**src/rtl/lic_pkg.sv**
```systemverilog
// ----------------------------------------------------------------------------
// lic_pkg: shared constants, codes and types of the LIC pixel engine
// Fixed-point formats, store geometry, opcodes and the store port bundles.
// ----------------------------------------------------------------------------
package lic_pkg;

   // store geometry
   localparam int MAX_WIDTH     = 128;
   localparam int MAX_HEIGHT    = 128;
   localparam int STORE_DEPTH   = MAX_WIDTH * MAX_HEIGHT;
   localparam int ADDR_W        = $clog2(STORE_DEPTH);
   localparam int CW_X          = $clog2(MAX_WIDTH);
   localparam int CW_Y          = $clog2(MAX_HEIGHT);
   localparam int CW_MAX        = (CW_X > CW_Y) ? CW_X : CW_Y;
   localparam int DIM_RAW       = ($clog2(MAX_WIDTH + 1) > $clog2(MAX_HEIGHT + 1)) ?
                                  $clog2(MAX_WIDTH + 1) : $clog2(MAX_HEIGHT + 1);
   localparam int DIM_W         = (DIM_RAW > 8) ? DIM_RAW : 8;

   // filter and fixed point
   localparam int FILTER_SIZE   = 2048;
   localparam int IDX_W         = $clog2(FILTER_SIZE);
   localparam int FRACTION_BITS = 16;
   localparam int F             = FRACTION_BITS;
   localparam longint FX_ONE    = longint'(1) << F;
   localparam longint FX_VMIN   = (FX_ONE * 5 + 50) / 100;
   localparam longint FX_EPS    = (FX_ONE * 4 + 5000) / 10000;
   localparam longint FX_CLIP   = FX_ONE * 100000;

   // datapath widths
   localparam int KLEN_W  = 16 + F - 8;                      // kernel length in Q.F
   localparam int SEG_W   = F + 17;                          // holds the clip ceiling
   localparam int VEC_W   = F + 3;                           // scaled, negated component
   localparam int POS_W   = ((CW_MAX > 9) ? CW_MAX : 9) + F + 3;
   localparam int MA_W    = KLEN_W + 2;
   localparam int MB_W    = (VEC_W > 21) ? VEC_W : 21;
   localparam int MP_W    = MA_W + MB_W;
   localparam int STEP_W  = 10;
   localparam int TSUM_W  = IDX_W + 10;
   localparam int WSUM_W  = IDX_W + 1;
   localparam int DIV_NUM_W = 2 * F + 1;
   localparam int DIV_DEN_W = F + 2;

   // opcodes
   localparam logic [1:0] OP_WR_VECTOR = 2'd0;
   localparam logic [1:0] OP_WR_NOISE  = 2'd1;
   localparam logic [1:0] OP_COMPUTE   = 2'd2;

   // register indexes
   localparam logic [2:0] REG_KERNEL_LENGTH   = 3'd0;
   localparam logic [2:0] REG_MAX_STEPS       = 3'd1;
   localparam logic [2:0] REG_LENGTH_TO_INDEX = 3'd2;
   localparam logic [2:0] REG_WIDTH_IN_USE    = 3'd3;
   localparam logic [2:0] REG_HEIGHT_IN_USE   = 3'd4;

   typedef struct packed {
      logic              vec_we;
      logic              noise_we;
      logic [ADDR_W-1:0] addr;
      logic [31:0]       vec_data;
      logic [7:0]        noise_data;
   } store_wr_type;

   typedef struct packed {
      logic              vec_re;
      logic [ADDR_W-1:0] vec_addr;
      logic              noise_re;
      logic [ADDR_W-1:0] noise_addr;
   } store_rd_type;

   // row-major store address
   function automatic logic [ADDR_W-1:0] store_addr(input logic [CW_X-1:0] cx,
                                                    input logic [CW_Y-1:0] cy);
      return ADDR_W'(cy) * ADDR_W'(MAX_WIDTH) + ADDR_W'(cx);
   endfunction

endpackage

```
**src/rtl/lic_div.sv**
```systemverilog
// ----------------------------------------------------------------------------
// lic_div: shared restoring divider
// Unsigned, one quotient bit per cycle; done pulses when quo is valid.
// ----------------------------------------------------------------------------
module lic_div
   import lic_pkg::*;
(
   input  logic                 clock,
   input  logic                 reset,
   input  logic                 start,
   input  logic [DIV_NUM_W-1:0] num,
   input  logic [DIV_DEN_W-1:0] den,
   output logic                 done,
   output logic [DIV_NUM_W-1:0] quo
);

   localparam int CNT_W = $clog2(DIV_NUM_W + 1);

   logic                 busy_ff, busy_in;
   logic                 done_ff, done_in;
   logic [CNT_W-1:0]     cnt_ff, cnt_in;
   logic [DIV_NUM_W-1:0] work_ff, work_in;
   logic [DIV_DEN_W-1:0] rem_ff, rem_in;
   logic [DIV_DEN_W-1:0] den_ff, den_in;
   logic [DIV_DEN_W:0]   rem_sh;
   logic                 fits;

   // one restoring step: shift in next dividend bit, trial subtract
   assign rem_sh = {rem_ff, work_ff[DIV_NUM_W-1]};
   assign fits   = (rem_sh >= {1'b0, den_ff});

   always_comb begin
      busy_in = busy_ff;
      done_in = 1'b0;
      cnt_in  = cnt_ff;
      work_in = work_ff;
      rem_in  = rem_ff;
      den_in  = den_ff;
      if (start) begin
         busy_in = 1'b1;
         cnt_in  = CNT_W'(DIV_NUM_W);
         work_in = num;
         rem_in  = '0;
         den_in  = den;
      end else if (busy_ff) begin
         rem_in  = fits ? DIV_DEN_W'(rem_sh - {1'b0, den_ff}) : rem_sh[DIV_DEN_W-1:0];
         work_in = {work_ff[DIV_NUM_W-2:0], fits};
         cnt_in  = cnt_ff - 1'b1;
         if (cnt_ff == CNT_W'(1)) begin
            busy_in = 1'b0;
            done_in = 1'b1;
         end
      end
   end

   always_ff @(posedge clock) begin
      if (reset) begin
         busy_ff <= 1'b0;
         done_ff <= 1'b0;
         cnt_ff  <= '0;
      end else begin
         busy_ff <= busy_in;
         done_ff <= done_in;
         cnt_ff  <= cnt_in;
      end
      work_ff <= work_in;
      rem_ff  <= rem_in;
      den_ff  <= den_in;
   end

   assign done = done_ff;
   assign quo  = work_ff;

endmodule

```
**config.mk**
```make
export PLATFORM = sky130hd
export DESIGN_NAME = lic_div
export DESIGN_NICKNAME = d
export VERILOG_FILES = /design/src/rtl/lic_pkg.sv /design/src/rtl/lic_div.sv
export SDC_FILE = /design/constraint.sdc
export NUM_CORES = 1
export LEC_CHECK = 0
export BUFFER_PORTS_ARGS = -buffer_cell sky130_fd_sc_hd__buf_2
export CAP_MARGIN = 20
export CORE_ASPECT_RATIO = 0.6
export CORE_MARGIN = 3
export CORE_UTILIZATION = 44
export DETAILED_ROUTE_END_ITERATION = 10
export GPL_ROUTABILITY_DRIVEN = 1
export PLACE_DENSITY_LB_ADDON = 0.2
export SYNTH_ARGS = -nofsm -noshare
export SYNTH_HDL_FRONTEND = slang
export SYNTH_SLANG_ARGS = --single-unit
```
**constraint.sdc**
```tcl
create_clock -name clock -period 3.1 [get_ports clock]
set_input_delay 0.31 -clock clock [delete_from_list [all_inputs] [get_ports clock]]
set_output_delay 0.31 -clock clock [all_outputs]
set_load 0.02 [all_outputs]
```
# [After elaboration in Yosys (flattened, before gate mapping)]
# Cells that the tools add are included.
[op_classes] n_lt_le_gt_ge=1 mux=9 reduce_logical=3 eq_ne=1 add_sub_neg=2 bitwise=1
[ops] cell="33-bit 2-to-1 mux" count=2
[ops] cell="19-bit by 18-bit >= comparator with 1-bit output" count=1
[ops] cell="18-bit 2-to-1 mux" count=1
[ops] cell="18-bit subtractor" count=1
[ops] cell="6-bit 2-to-1 mux" count=2
[ops] cell="6-bit by 1-bit == test with 1-bit output (second input constant)" count=1
[ops] cell="6-bit by 1-bit subtractor with 6-bit output (second input constant)" count=1
[ops] cell="1-bit 2-to-1 mux" count=4
[ops] cell="3-bit OR reduction" count=1
[ops] cell="2-bit nonzero test" count=1
[ops] cell="2-bit OR reduction" count=1
[ops] cell="1-bit NOT" count=1
[totals] out_inout_bits=34 in_bits=54 reg_bits=77 wordCells=24

# [Depth between registers and ports, before layout]
[depth] word_depth=4 mapped_depth=10 mapped_depth_nobuf=10

# [Worst setup path before layout]
# OpenSTA, ideal clock, no wires.
[synth_timing] path_kind="register to register" from="register work_ff[32], in the netlist quo[32]" to="register rem_ff[14]" path_buffers=0 setup_slack_ns=0.585 t_arrival_ns=2.390 stages_incl_launch_ff=11 setup_time_ns=0.125 cell_sequence="edfxtp_1 inv_1 ha_1 inv_1 fa_1 a211oi_1 o21ai_0 a221o_1 o41a_1 o2111ai_1 nand3_1"
[synth_between] elab_chain_cells=2
[synth_rtl] item="start, declared" line_no="lic_div.sv:22" rtl="logic [DIV_NUM_W-1:0] work_ff, work_in;"
[synth_rtl] item="start signal, assigned" line_no="lic_div.sv:66" rtl="work_ff <= work_in;"
[synth_rtl] item="18-bit subtractor / 19-bit by 18-bit >= comparator with 1-bit output (equally long branches)" line_no="lic_div.sv:46, lic_div.sv:30"
[synth_rtl] item="18-bit 2-to-1 mux *" line_no="lic_div.sv:46" rtl="rem_in = fits ? DIV_DEN_W'(rem_sh - {1'b0, den_ff}) : rem_sh[DIV_DEN_W-1:0];"
[synth_rtl] item="end signal, assigned" line_no="lic_div.sv:67" rtl="rem_ff <= rem_in;"
[synth_rtl] item="end, declared" line_no="lic_div.sv:23" rtl="logic [DIV_DEN_W-1:0] rem_ff, rem_in;"
# Mark *: on every way between the ends. The rest lies on a longest branch, timed or not.
# A chain may end at the register's enable or synchronous reset.

# [Worst setup path after layout]
# Ends and elaborated chain as after synthesis.

==> results.tsv <==
metric	value	unit
clock-sinks	77	
start_util	47.2	%
cp_max_fo	5	
ctsHoldBuffers	0	
ys_seq_area_share	49.1	%
fin_crit	2700	ps
grt_pass1_wl	15.5	mm
fin_ws	396	ps
syn_nets	458	
die_h	81.5	µm
h-tree-depth	3	
vias	3330	
routabilityCongestion	0.944	
antenna_found_initial	0	
yosysMostFrequentCell	edfxtp_1	
setup_viol	0	
yosysTopAreaCell	edfxtp_1	
postCtsSetupBuffers	0	
worstMarginPinSlew	790	ps
syn_area_per_cell	10.9	µm²
async_reset_ff_share	0	%
cts_tree	built	
rsz0062_at_grt	no	
fillers	801	
grt_pass1_vias	3004	
grt_max_degree	35	
slew_headroom	46.8	%
fin_skew	6.89	ps
fin_crit_sh	87.2	%
drt-total-wl	9.98	mm
layout.cells.non_filler	597	
clock_latency	340	ps
die_w	132	µm
crit_chain	inv_1 > ha_1 > inv_1 > fa_1 > a211oi_1 > o21ai_0 > a221o_1 > o41a_1 > o2111ai_1 > nand3_1	
synth_top_flop_cell	edfxtp_1	
critical_path_class	flop to flop	
cellPowerDensity	546	nW/µm²
synth_top_area_share	36.7	%
drv_cap	0	
core_area	8850	µm²
dpl.cell_count	581	
clkTransAtPathRegs	60	ps
cts_made_buffers	9	
clk_path_buf_depth	2	
finalMaxSlewViolations	0	
io_pins	88	
synth_area_leaders	edfxtp_1, dfxtp_1, mux2_2	
synth_edf_count	51	
port_buffers	87	
num_rows	26	
peakVddDrop	0.368	mV
synth_area	4180	µm²
critPathLaunchType	flop	
cp_slowest_stage_delay	420	ps
drtPass1Iterations	4	
nets	541	
ant_nets	0	
vias_per_cell	5.58	
drc_errors	0	
utilization	56.8	%
finalHoldViolations	0	
multiInputGateArea	1940	µm²
cpMostUsedCell	inv_1	
whs	144	ps
wl_per_cell	16.7	µm
seqCellArea	2050	µm²
drive_gt1_share	31.2	%
dieArea	10700	µm²
ys_types	60	
cpLargestDelayFamily	compound AO/OA/AOI/OAI gates	
grt.total_usage	18.4	%
end_kind	flop	
num_antenna_cells	0	
status	finished clean	
hp-class	input pin to flop	
place_hpwl	7.39	mm
crit_buf_inv	2	
cts-root-buf	clkbuf_16	
ctsResizeCount	0	
yosysWarnings	0	
timing.setup.tns	0	ps
synth_top_cells_by_count	edfxtp_1, mux2_2, nand2_1	
clock.fmax	370	MHz
synth_cells	383	
grt-ovfl-total	0	
dp_slack	460	ps
cellLeakagePower	0.00207	µW
arrival	2920	ps
ys_ff_latch	77	
area_growth	20.4	%
drt-initial-drc-count	359	
critPathRequiredTime	3320	ps
critPathSlowestCell	a221o_1	
[layout by cell type, fill, tap and decap left out, drive strengths merged, types with 16 or more instances in the layout]
master and n:
ha 20, mux2 33, inv 22, edfxtp 51
buf 94, nor2 22, a21oi 16, o21ai 16
dfxtp 26, nand2 31
[worst paths after layout]
check             slack (ps)       from  cells after the start    endpoint
setup / recovery         400    quo[32]                     10  rem_ff[14]
hold / removal           140     den[0]                      1   den_ff[0]
setup reg to reg         400    quo[32]                     10  rem_ff[14]
hold reg to reg          480  rem_ff[4]                      2   rem_ff[4]
[report_power, final]
group	switching (µW)	internal (µW)	leakage (µW)
clock	405	701	0.000149
sequential	39.7	1190	0.000720
combinational	244	169	0.00120
[area by class of cell]
type                       count  area share, %
sequential                    77           40.8
multi-input combinational    262           38.5
timing repair buffer          94           9.71
clock buffer                  11           4.63
tap                          126           3.14
inverter                      22           1.64
clock inverter                 5           1.52
[state kept, by name (all words and copies together), names as in the netlist]
name     count
quo         33
den_ff      18
rem_ff      18
cnt_ff       6
busy_ff      1
done         1
[layer usage]
layer	GRT usage (%)	wire length, µm	vias to the layer above
li1	-	-	1612
met1	29.2	5180	1584
met2	22.5	3870	120
met3	5.94	783	14
met4	6.71	149	0
met5	0	0	-
[through the flow]
stage          area, µm²  power (µW)
2_1_floorplan       4180        1520
3_3_place_gp        4720        1650
3_5_place_dp        4720        1660
4_1_cts             5030        2770
5_1_grt             5030        2860
6_report            5030        2750
[cells by family after synthesis]
group	Yosys count	synth area share, %
AOI/OAI and AO/OA	82	14.3
xor gates and xnor gates	19	3.99
adders and majority gates	21	6.47
buffers and inverters	44	4.47
DFF	77	49.1
muxes	34	9.14
and+or+nand+nor	106	12.5
(Power assumes the default switching activity.)
